File: src/rtl/core/fixed_block_free_list_allocator_assert.svh
// Assertion macros shared by the allocator modules.
// Each macro takes a label, the clock, the active-low reset and the checked terms.
`ifndef FIXED_BLOCK_FREE_LIST_ALLOCATOR_ASSERT_SVH
`define FIXED_BLOCK_FREE_LIST_ALLOCATOR_ASSERT_SVH
`ifndef SYNTHESIS
// Condition holds at every clock edge outside reset.
`define FBFLA_ASSERT_ALWAYS(label, clk, rstn, cond) \
    label: assert property (@(posedge clk) disable iff (!rstn) (cond)) \
        else $error("allocator invariant violated");
// Consequent holds in the same cycle as the antecedent.
`define FBFLA_ASSERT_IMP(label, clk, rstn, ante, cons) \
    label: assert property (@(posedge clk) disable iff (!rstn) (ante) |-> (cons)) \
        else $error("allocator implication violated");
// Consequent holds in the cycle after the antecedent.
`define FBFLA_ASSERT_NEXT(label, clk, rstn, ante, cons) \
    label: assert property (@(posedge clk) disable iff (!rstn) (ante) |=> (cons)) \
        else $error("allocator sequence violated");
`else
`define FBFLA_ASSERT_ALWAYS(label, clk, rstn, cond)
`define FBFLA_ASSERT_IMP(label, clk, rstn, ante, cons)
`define FBFLA_ASSERT_NEXT(label, clk, rstn, ante, cons)
`endif
`endif

File: src/rtl/core/fbfla_pkg.sv
package fbfla_pkg;

    // Pool geometry. Block indexes are eight bits wide on the ports.
    localparam int MAX_BLOCKS = 256;
    localparam int ADDR_W     = $clog2(MAX_BLOCKS);
    localparam int LINK_W     = ADDR_W + 1;
    localparam logic [LINK_W-1:0] LIST_END = LINK_W'(MAX_BLOCKS);

    localparam int BYTES_W  = 13;
    localparam int COUNT_W  = 9;
    localparam int CFG_W    = 13;
    localparam int OFFSET_W = 20;
    localparam int TDATA_W  = 32;

    localparam logic [BYTES_W-1:0] BYTES_RESET = BYTES_W'(16);
    localparam logic [COUNT_W-1:0] COUNT_RESET = COUNT_W'(256);

    // Request kinds.
    localparam logic MODE_ALLOC = 1'b0;
    localparam logic MODE_FREE  = 1'b1;

    // Configuration register indexes.
    localparam logic REG_BLOCK_BYTES = 1'b0;
    localparam logic REG_BLOCK_COUNT = 1'b1;

    typedef enum logic [1:0] {
        STATUS_DONE  = 2'd0,
        STATUS_EMPTY = 2'd1,
        STATUS_RANGE = 2'd2
    } status_t;

    typedef enum logic [1:0] {
        ST_IDLE,
        ST_EXEC,
        ST_HOLD
    } ctrl_state_t;

    typedef struct packed {
        logic accept;
        logic exec;
        logic out_from_exec;
        logic out_from_pend;
    } cmd_t;

    typedef struct packed {
        logic out_free;
    } sts_t;

endpackage

File: src/rtl/core/fbfla_ram.sv
module fbfla_ram #(
    parameter int WIDTH = 9,
    parameter int DEPTH = 256
) (
    input  logic                     aclk,
    input  logic                     we,
    input  logic [$clog2(DEPTH)-1:0] waddr,
    input  logic [WIDTH-1:0]         wdata,
    input  logic [$clog2(DEPTH)-1:0] raddr,
    output logic [WIDTH-1:0]         rdata
);

    logic [WIDTH-1:0] mem_reg [DEPTH];
    logic [WIDTH-1:0] rdata_reg;

    always_ff @(posedge aclk) begin
        if (we) begin
            mem_reg[waddr] <= wdata;
        end
        rdata_reg <= mem_reg[raddr];
    end

    assign rdata = rdata_reg;

endmodule

File: src/rtl/core/fbfla_ctrl.sv
`include "fixed_block_free_list_allocator_assert.svh"

module fbfla_ctrl (
    input  logic            aclk,
    input  logic            aresetn,
    input  logic            s_tvalid,
    output logic            s_tready,
    output fbfla_pkg::cmd_t cmd,
    input  fbfla_pkg::sts_t sts
);

    import fbfla_pkg::*;

    ctrl_state_t state_reg;
    ctrl_state_t state_next;

    always_ff @(posedge aclk) begin
        if (!aresetn) begin
            state_reg <= ST_IDLE;
        end else begin
            state_reg <= state_next;
        end
    end

    always_comb begin
        state_next = state_reg;
        unique case (state_reg)
            ST_IDLE: begin
                if (s_tvalid) begin
                    state_next = ST_EXEC;
                end
            end
            ST_EXEC: begin
                state_next = sts.out_free ? ST_IDLE : ST_HOLD;
            end
            ST_HOLD: begin
                if (sts.out_free) begin
                    state_next = ST_IDLE;
                end
            end
            default: begin
                state_next = ST_IDLE;
            end
        endcase
    end

    // No request is taken while reset is held.
    always_comb begin
        s_tready          = 1'b0;
        cmd               = '0;
        unique case (state_reg)
            ST_IDLE: begin
                s_tready   = aresetn;
                cmd.accept = s_tvalid && aresetn;
            end
            ST_EXEC: begin
                cmd.exec          = 1'b1;
                cmd.out_from_exec = sts.out_free;
            end
            ST_HOLD: begin
                cmd.out_from_pend = sts.out_free;
            end
            default: begin
                s_tready = 1'b0;
            end
        endcase
    end

    // A taken request is executed in the very next cycle, and only once.
    `FBFLA_ASSERT_NEXT(a_accept_then_exec, aclk, aresetn, cmd.accept, state_reg == ST_EXEC)
    `FBFLA_ASSERT_NEXT(a_exec_once, aclk, aresetn, state_reg == ST_EXEC, state_reg != ST_EXEC)
    // The input is only open while no request is in flight.
    `FBFLA_ASSERT_IMP(a_ready_when_idle, aclk, aresetn, s_tready, state_reg == ST_IDLE)

endmodule

File: src/rtl/core/fbfla_dp.sv
`include "fixed_block_free_list_allocator_assert.svh"

module fbfla_dp (
    input  logic                                aclk,
    input  logic                                aresetn,
    input  logic                                cfg_we,
    input  logic                                cfg_index,
    input  logic [fbfla_pkg::CFG_W-1:0]         cfg_wdata,
    input  logic [fbfla_pkg::ADDR_W-1:0]        s_tdata,
    input  logic                                s_tuser,
    input  fbfla_pkg::cmd_t                     cmd,
    output fbfla_pkg::sts_t                     sts,
    input  logic                                m_tready,
    output logic                                m_tvalid,
    output logic [fbfla_pkg::TDATA_W-1:0]       m_tdata,
    output logic [1:0]                          m_tuser
);

    import fbfla_pkg::*;

    // Configuration and list head.
    logic [BYTES_W-1:0]    bytes_reg;
    logic [COUNT_W-1:0]    count_reg;
    logic [LINK_W-1:0]     head_reg;
    logic [LINK_W-1:0]     head_next;
    logic [MAX_BLOCKS-1:0] valid_reg;

    // Latched request.
    logic              mode_reg;
    logic [ADDR_W-1:0] idx_reg;

    // Result waiting for the output register.
    status_t             pend_status_reg;
    logic [ADDR_W-1:0]   pend_index_reg;
    logic [OFFSET_W-1:0] pend_offset_reg;

    // Output register.
    logic                m_valid_reg;
    status_t             m_status_reg;
    logic [ADDR_W-1:0]   m_index_reg;
    logic [OFFSET_W-1:0] m_offset_reg;

    logic [COUNT_W-1:0]  pool_n;
    logic [COUNT_W-1:0]  cfg_count;
    logic [COUNT_W-1:0]  cfg_n;
    logic [LINK_W-1:0]   head_inc;
    logic [LINK_W-1:0]   dflt_link;
    logic [LINK_W-1:0]   ram_rdata;
    logic [LINK_W-1:0]   link_val;
    logic [BYTES_W+ADDR_W-1:0] prod;
    logic                ram_we;
    logic                set_valid;

    status_t             res_status;
    logic [ADDR_W-1:0]   res_index;
    logic [OFFSET_W-1:0] res_offset;

    // Block count saturates at the pool capacity.
    assign pool_n    = (count_reg > COUNT_W'(MAX_BLOCKS)) ? COUNT_W'(MAX_BLOCKS) : count_reg;
    assign cfg_count = (cfg_wdata[COUNT_W-1:0] > COUNT_W'(MAX_BLOCKS)) ?
                       COUNT_W'(MAX_BLOCKS) : cfg_wdata[COUNT_W-1:0];
    assign cfg_n     = (cfg_index == REG_BLOCK_COUNT) ? cfg_count : pool_n;

    // A link never written since the last rebuild reads as the in-order chain.
    assign head_inc  = head_reg + LINK_W'(1);
    assign dflt_link = (head_inc < LINK_W'(pool_n)) ? head_inc : LIST_END;
    assign link_val  = valid_reg[head_reg[ADDR_W-1:0]] ? ram_rdata : dflt_link;

    assign prod = (BYTES_W+ADDR_W)'(head_reg[ADDR_W-1:0]) * (BYTES_W+ADDR_W)'(bytes_reg);

    always_comb begin
        head_next  = head_reg;
        ram_we     = 1'b0;
        set_valid  = 1'b0;
        res_status = STATUS_DONE;
        res_index  = '0;
        res_offset = '0;
        if (mode_reg == MODE_ALLOC) begin
            if (head_reg == LIST_END) begin
                res_status = STATUS_EMPTY;
            end else begin
                res_index  = head_reg[ADDR_W-1:0];
                res_offset = prod[OFFSET_W-1:0];
                head_next  = link_val;
            end
        end else begin
            if (COUNT_W'(idx_reg) >= pool_n) begin
                res_status = STATUS_RANGE;
            end else begin
                ram_we    = cmd.exec;
                set_valid = cmd.exec;
                head_next = LINK_W'(idx_reg);
            end
        end
    end

    fbfla_ram #(
        .WIDTH (LINK_W),
        .DEPTH (MAX_BLOCKS)
    ) u_link_ram (
        .aclk  (aclk),
        .we    (ram_we),
        .waddr (idx_reg),
        .wdata (head_reg),
        .raddr (head_reg[ADDR_W-1:0]),
        .rdata (ram_rdata)
    );

    always_ff @(posedge aclk) begin
        if (!aresetn) begin
            bytes_reg   <= BYTES_RESET;
            count_reg   <= COUNT_RESET;
            head_reg    <= '0;
            valid_reg   <= '0;
            m_valid_reg <= 1'b0;
        end else begin
            if (cfg_we) begin
                if (cfg_index == REG_BLOCK_BYTES) begin
                    bytes_reg <= cfg_wdata[BYTES_W-1:0];
                end else begin
                    count_reg <= cfg_wdata[COUNT_W-1:0];
                end
                valid_reg <= '0;
                head_reg  <= (cfg_n != '0) ? '0 : LIST_END;
            end else if (cmd.exec) begin
                head_reg <= head_next;
                if (set_valid) begin
                    valid_reg[idx_reg] <= 1'b1;
                end
            end
            if (cmd.out_from_exec || cmd.out_from_pend) begin
                m_valid_reg <= 1'b1;
            end else if (m_tready) begin
                m_valid_reg <= 1'b0;
            end
        end
    end

    always_ff @(posedge aclk) begin
        if (cmd.accept) begin
            mode_reg <= s_tuser;
            idx_reg  <= s_tdata;
        end
        if (cmd.exec && !cmd.out_from_exec) begin
            pend_status_reg <= res_status;
            pend_index_reg  <= res_index;
            pend_offset_reg <= res_offset;
        end
        if (cmd.out_from_exec) begin
            m_status_reg <= res_status;
            m_index_reg  <= res_index;
            m_offset_reg <= res_offset;
        end else if (cmd.out_from_pend) begin
            m_status_reg <= pend_status_reg;
            m_index_reg  <= pend_index_reg;
            m_offset_reg <= pend_offset_reg;
        end
    end

    assign sts.out_free = !m_valid_reg || m_tready;
    assign m_tvalid     = m_valid_reg;
    assign m_tuser      = m_status_reg;
    assign m_tdata      = {(TDATA_W-OFFSET_W-ADDR_W)'(0), m_offset_reg, m_index_reg};

    // The head is either the end marker or a block inside the configured pool.
    `FBFLA_ASSERT_ALWAYS(a_head_in_pool, aclk, aresetn,
                         head_reg == LIST_END || COUNT_W'(head_reg) < pool_n)
    // A result that grants nothing carries zero index and offset.
    `FBFLA_ASSERT_IMP(a_no_grant_zero, aclk, aresetn,
                      m_valid_reg && m_status_reg != STATUS_DONE,
                      m_index_reg == '0 && m_offset_reg == '0)
    // A stalled response stays valid and unchanged.
    `FBFLA_ASSERT_NEXT(a_out_stable, aclk, aresetn, m_valid_reg && !m_tready,
                       m_valid_reg && $stable(m_tdata) && $stable(m_tuser))

endmodule

File: src/rtl/core/fixed_block_free_list_allocator.sv
// Fixed-size block pool allocator with a last-in-first-out free list.
// Requests arrive on the s_ channel: s_tuser selects allocate (0) or free (1),
// and s_tdata carries the block index to free. Every request yields exactly one
// response on the m_ channel: m_tuser holds the status (done, pool empty, index
// out of range), and m_tdata holds the granted index and its byte offset.
// The block size and block count are set through the cfg_ write port; the user must
// write it only while the block is idle, as the block does not enforce this. Each
// write rebuilds the free list as blocks 0 to count-1 in order. One request is in
// flight at a time: it is executed in the cycle after it is taken, and no new
// request is taken before the last one has executed. The execute step relies on the
// registered read of the link memory, which must fetch the successor of the head.
// The output register holds a finished response while the next request is taken;
// if the receiver stalls longer, that request's result waits in a holding register
// and no further request is taken until the output register drains.
// While aresetn is held low, s_tready stays low and no response is offered.
// After reset the block size is 16 bytes, the pool holds 256 blocks, and the list
// is ready at once: per-entry valid bits stand in for the reset state of the links.
module fixed_block_free_list_allocator (
    input  logic                          aclk,
    input  logic                          aresetn,
    // Configuration write port.
    input  logic                          cfg_we,
    input  logic                          cfg_index,
    input  logic [fbfla_pkg::CFG_W-1:0]   cfg_wdata,
    // Request channel.
    input  logic                          s_tvalid,
    output logic                          s_tready,
    input  logic [7:0]                    s_tdata,   // [7:0] block_index
    input  logic                          s_tuser,   // [0] mode
    // Response channel.
    output logic                          m_tvalid,
    input  logic                          m_tready,
    output logic [fbfla_pkg::TDATA_W-1:0] m_tdata,   // [7:0] granted_index, [27:8] granted_offset
    output logic [1:0]                    m_tuser    // [1:0] status
);

    import fbfla_pkg::*;

    cmd_t cmd;
    sts_t sts;

    // The controller sequences take, execute and hand-off of each request.
    fbfla_ctrl u_ctrl (
        .aclk     (aclk),
        .aresetn  (aresetn),
        .s_tvalid (s_tvalid),
        .s_tready (s_tready),
        .cmd      (cmd),
        .sts      (sts)
    );

    // The datapath keeps the configuration, the list head, the link memory
    // and the response registers.
    fbfla_dp u_dp (
        .aclk      (aclk),
        .aresetn   (aresetn),
        .cfg_we    (cfg_we),
        .cfg_index (cfg_index),
        .cfg_wdata (cfg_wdata),
        .s_tdata   (s_tdata),
        .s_tuser   (s_tuser),
        .cmd       (cmd),
        .sts       (sts),
        .m_tready  (m_tready),
        .m_tvalid  (m_tvalid),
        .m_tdata   (m_tdata),
        .m_tuser   (m_tuser)
    );

endmodule

File: config.mk
export PLATFORM = sky130hd
export DESIGN_NAME = fixed_block_free_list_allocator
export DESIGN_NICKNAME = d
export VERILOG_FILES = /design/src/rtl/core/fbfla_pkg.sv /design/src/rtl/core/fbfla_ram.sv /design/src/rtl/core/fbfla_ctrl.sv /design/src/rtl/core/fbfla_dp.sv /design/src/rtl/core/fixed_block_free_list_allocator.sv
export VERILOG_INCLUDE_DIRS = /design/src /design/src/rtl/core
export SDC_FILE = /design/constraint.sdc
export NUM_CORES = 2
export LEC_CHECK = 0
export BUFFER_PORTS_ARGS = -buffer_cell sky130_fd_sc_hd__buf_2
export CAP_MARGIN = 10
export CORE_MARGIN = 2
export CORE_UTILIZATION = 47
export CTS_CLUSTER_SIZE = 25
export DETAILED_ROUTE_END_ITERATION = 12
export GPL_TIMING_DRIVEN = 0
export SLEW_MARGIN = 0
export SYNTH_ARGS = -nofsm -noshare
export SYNTH_HDL_FRONTEND = slang
export SYNTH_SLANG_ARGS = --single-unit
File: constraint.sdc
create_clock -name aclk -period 10.9 [get_ports aclk]
set_input_delay 1.635 -clock aclk [delete_from_list [all_inputs] [get_ports aclk]]
set_output_delay 1.635 -clock aclk [all_outputs]
set_load 0.1 [all_outputs]
==> impl_results.rst <==
.. list-table::
   :header-rows: 1

   * - Metric
     - Value
   * - Fraction of final layout cells with drive strength greater than 1
     - 0.247
   * - Combinational group share of total power
     - 0.024
   * - Maximum Capacitance Violations
     - 0
   * - Number of enable-type register cells in the synthesized netlist
     - 2373
   * - Half-perimeter wire length after placement
     - 243000 um
   * - Number of remaining DRC errors
     - 0
   * - Total power per unit cell area
     - 174 nW/um2
   * - Total standard cell area after synthesis
     - 107000 um2
   * - Layout overhead on the synthesized area
     - 13.6%
   * - Placed instance area
     - 112000 um2
   * - Wire length after detailed routing
     - 366000 um
   * - Internal portion of total power
     - 16.6 mW
   * - Sequential cell area fraction in the yosys report
     - 0.725
   * - Initial standard-cell utilization of the core
     - 0.473
   * - Setup Skew
     - 43.6 ps
   * - Number of flip-flops under the largest register name
     - 2304
   * - Number of buffers created by CTS
     - 296
   * - Number of global-route vias before repair
     - 57167
   * - Peak supply drop
     - 0.102 mV
   * - Post-CTS sizing
     - 0
   * - Start-to-end type of the worst setup path
     - flip-flop to flip-flop
   * - Register bit count reported by yosys
     - 2672
   * - Final standard cell area without fillers
     - 121000 um2
   * - Highest fanout seen on the critical path
     - 73
   * - Fraction of the mapped netlist area in adder cells
     - 0.0189
   * - Routability Congestion
     - 0.961
   * - Mux share of post-synthesis cell area
     - 0.173
   * - FF+latch area
     - 77300 um2
   * - Top-area cell type share of the netlist area
     - 0.669
   * - Number of max-slew violations in the final report
     - 0
   * - Die width
     - 480 um
   * - DIE AREA
     - 231000 um2
   * - Setup repair after global routing missed its margin
     - no
   * - Maximum number of pins on one net before global-route repair
     - 101
   * - Status
     - finished, final reports clean
   * - First-pass GRT wire length
     - 489000 um
   * - Net switching share of the total power
     - 0.210
   * - Critical path capture point type
     - flip-flop
   * - Xor/xnor share of the synthesized area
     - 0.00189
   * - Clock root cell
     - clkbuf_16
   * - Register share of total power
     - 0.526
   * - Arrival time of data at the critical path endpoint
     - 10950 ps
   * - Number of primary I/O pins
     - 64
   * - Sw power
     - 4.42 mW
   * - CTS H-tree lvls
     - 5
   * - Design Power
     - 21.0 mW
   * - CP required
     - 11560 ps
   * - Worst-margin pin slew
     - 1480 ps
   * - Worst Reg2Reg Path Length in Cells
     - 26
   * - Count of placed standard cells including taps
     - 8665
   * - Avg Synthesized Cell Area
     - 19.2 um2
   * - Iteration count of the initial detailed-routing pass
     - 8
   * - Clock tree from TritonCTS
     - built
   * - Buffers from clock root to sink, at most
     - 4
   * - Drt first-iter violations
     - 9651
   * - Final setup vio count
     - 0
   * - Synthesis warning total
     - 0
   * - Fillers
     - 17465
   * - Skew-Pair Late Insertion Delay
     - 940 ps
   * - Standby leakage power
     - 34.1 nW
   * - Vias per cell
     - 6.55
   * - Number of buffers inserted by port buffering
     - 59
   * - Post-synth top flop
     - edfxtp_1
   * - Core Region
     - 225000 um2
   * - Worst hold-check path type
     - flip-flop to flip-flop
   * - Total negative slack for setup checks
     - 0 ps
   * - Normalized max-slew margin
     - 0.0136
   * - Yosys cell types
     - 62
   * - Clock transition at path regs
     - 60 ps
   * - Post-synthesis share of cell area spent on and, or, nand and nor gates
     - 0.0383
   * - Initial antenna violation count
     - 25
   * - Post-CTS Setup Bufs
     - 0
   * - Clock sink count
     - 2672
   * - Fraction of registers with async set or reset after synthesis
     - 0
   * - Max Freq
     - 97.2 MHz
   * - Synth top area cells
     - edfxtp_1, mux4_2, dfxtp_1
   * - Routed Antenna Nets
     - 0
   * - Number of cells in the finished layout apart from fillers
     - 9183
   * - Final hold violation count
     - 0
   * - Largest family of logic cells by synthesized area
     - multiplexers
   * - Remaining global-route overflow
     - 0
   * - Setup crit start kind
     - flip-flop
   * - Top cell type by total area after synthesis
     - edfxtp_1
   * - Final layout net count
     - 6135
   * - Final period utilization
     - 0.944
   * - Chip Height
     - 480 um
   * - Multi-input gate area in the final layout
     - 27400 um2
   * - Compound-cell area share of the yosys netlist
     - 0.0249
   * - Worst hold stages
     - 2
   * - Total number of vias
     - 60170
   * - Min Hold Slack
     - 447 ps
   * - Post-route minimum period
     - 10290 ps
   * - Total GRT Usage
     - 0.317
   * - Average wire per cell in the routed design
     - 39.8 um
   * - Clock share of power
     - 0.450
   * - Hold buffer count at CTS
     - 0
   * - Number of rows created at floorplan
     - 174
   * - Number of instances in the synthesized netlist
     - 5547
## final timing paths
kind | slack, ps | end | from
max | 610 | u_dp.m_offset_reg[18]$_DFFE_PP_ | u_dp.head_reg[2]$_SDFFE_PN0P_
min | 450 | u_dp.valid_reg[92]$_SDFFE_PP0P_ | u_dp.valid_reg[92]$_SDFFE_PP0P_
max reg2reg | 610 | u_dp.m_offset_reg[18]$_DFFE_PP_ | u_dp.head_reg[2]$_SDFFE_PN0P_
min reg2reg | 450 | u_dp.valid_reg[92]$_SDFFE_PP0P_ | u_dp.valid_reg[92]$_SDFFE_PP0P_
## worst max-delay path, cell delays in order (launching register included)
cell and delay (ps):
dfxtp_4 940, buf_2 360, buf_2 430, buf_2 420, buf_2 420, buf_2 810, buf_2 720, clkbuf_1 660
buf_8 240, clkbuf_1 390, nand2_1 150, fa_1 530, fa_1 550, inv_1 50, fa_1 470, inv_1 50
fa_1 470, inv_1 40, ha_1 210, nor4_1 430, o211ai_1 240, a31o_2 310, a211oi_1 340, o21bai_1 100
a21oi_1 180, xor2_1 250, o31ai_1 110
## synthesized netlist by cell type (3+ instances only)
library cell and number:
edfxtp_1 2373, mux4_2 778, nand2_1 442, nor2_1 307, dfxtp_1 299, o21ai_0 269
clkbuf_1 208, and2_1 89, inv_1 85, buf_2 73, fa_1 65, mux2i_1 62
ha_1 57, a21oi_1 55, nand3_1 47, buf_4 41, buf_1 30, o221ai_1 23
mux2_2 22, a22oi_1 17, and3_1 17, nor2b_1 17, xnor2_1 17, a31oi_1 14
a21o_1 11, nor3_1 11, o22ai_1 11, a211oi_1 8, o31ai_1 8, o211ai_1 7
buf_6 6, nand4_1 6, xor2_1 6, nand2b_1 5, nor4_1 5, o21a_1 5
a311oi_1 4, clkinv_1 4, nor3b_1 4, a2111oi_0 3, a32oi_1 3, a41oi_1 3
or2_2 3, or3_1 3
## power groups by stage
stage / sequential [mW] / combinational [mW] / clock, mW
after floorplan: 11.3 / 0.212 / 0
after global placement: 11.3 / 0.456 / 0
after detailed placement: 11.3 / 0.498 / 0
after CTS: 11.1 / 0.499 / 9.49
after global routing: 11.1 / 0.519 / 9.86
final: 11.1 / 0.513 / 9.47
## area by class of cell
class | count | share of cell area
diodes | 6 | 0.000124
plain buffers | 358 | 0.0142
clock buffers | 376 | 0.0659
clock inverters | 122 | 0.00755
inverters | 89 | 0.00276
multi-input cells | 2431 | 0.227
flip-flops and latches | 2672 | 0.638
well taps | 2992 | 0.0309
repair buffers | 137 | 0.0137
## metrics by stage
stage               worst slack (ps)   util
CTS                              801  0.537
global route                     428  0.538
detailed placement               817  0.497
global placement               -5870  0.491
finish                           607  0.538
floorplan                        891      -
## cells by family after synthesis
family                     Yosys count
DFF                               2672
and+or+nand+nor                    962
adders and majority gates          122
muxes                              863
AOI/OAI and AO/OA                  457
other                                1
buffers and inverters              447
xor gates and xnor gates            23
## placed cells by master, fill, tap and decap left out, types with 14 or more instances in the layout
| master | synthesis | routed |
|---|---|---|
| o221ai_1 | 23 | 23 |
| buf_6 | 6 | 17 |
| mux2_2 | 22 | 22 |
| xnor2_1 | 17 | 17 |
| ha_1 | 57 | 57 |
| edfxtp_1 | 2373 | 2373 |
| clkbuf_1 | 208 | 219 |
| a21oi_1 | 55 | 54 |
| buf_4 | 41 | 59 |
| fa_1 | 65 | 65 |
| inv_1 | 85 | 85 |
| buf_1 | 30 | 15 |
| nor2_1 | 307 | 304 |
| mux4_2 | 778 | 778 |
| and3_1 | 17 | 17 |
| clkbuf_2 | 0 | 53 |
| clkinv_2 | 0 | 43 |
| dfxtp_1 | 299 | 290 |
| buf_16 | 0 | 29 |
| nand2_1 | 442 | 442 |
| clkinv_1 | 4 | 58 |
| a22oi_1 | 17 | 17 |
| mux2i_1 | 62 | 62 |
| nor2b_1 | 17 | 17 |
| o21ai_0 | 269 | 269 |
| clkbuf_16 | 0 | 306 |
| buf_2 | 73 | 149 |
| nand3_1 | 47 | 47 |
| a31oi_1 | 14 | 14 |
| and2_1 | 89 | 89 |
## layer usage
layer | track usage | up-vias | wire, um
li1 | - | 23080 | -
met1 | 0.424 | 32043 | 135000
met2 | 0.457 | 4139 | 159000
met3 | 0.107 | 892 | 47700
met4 | 0.172 | 16 | 23800
met5 | 0.00932 | - | 353
(Power assumes the default switching activity.)
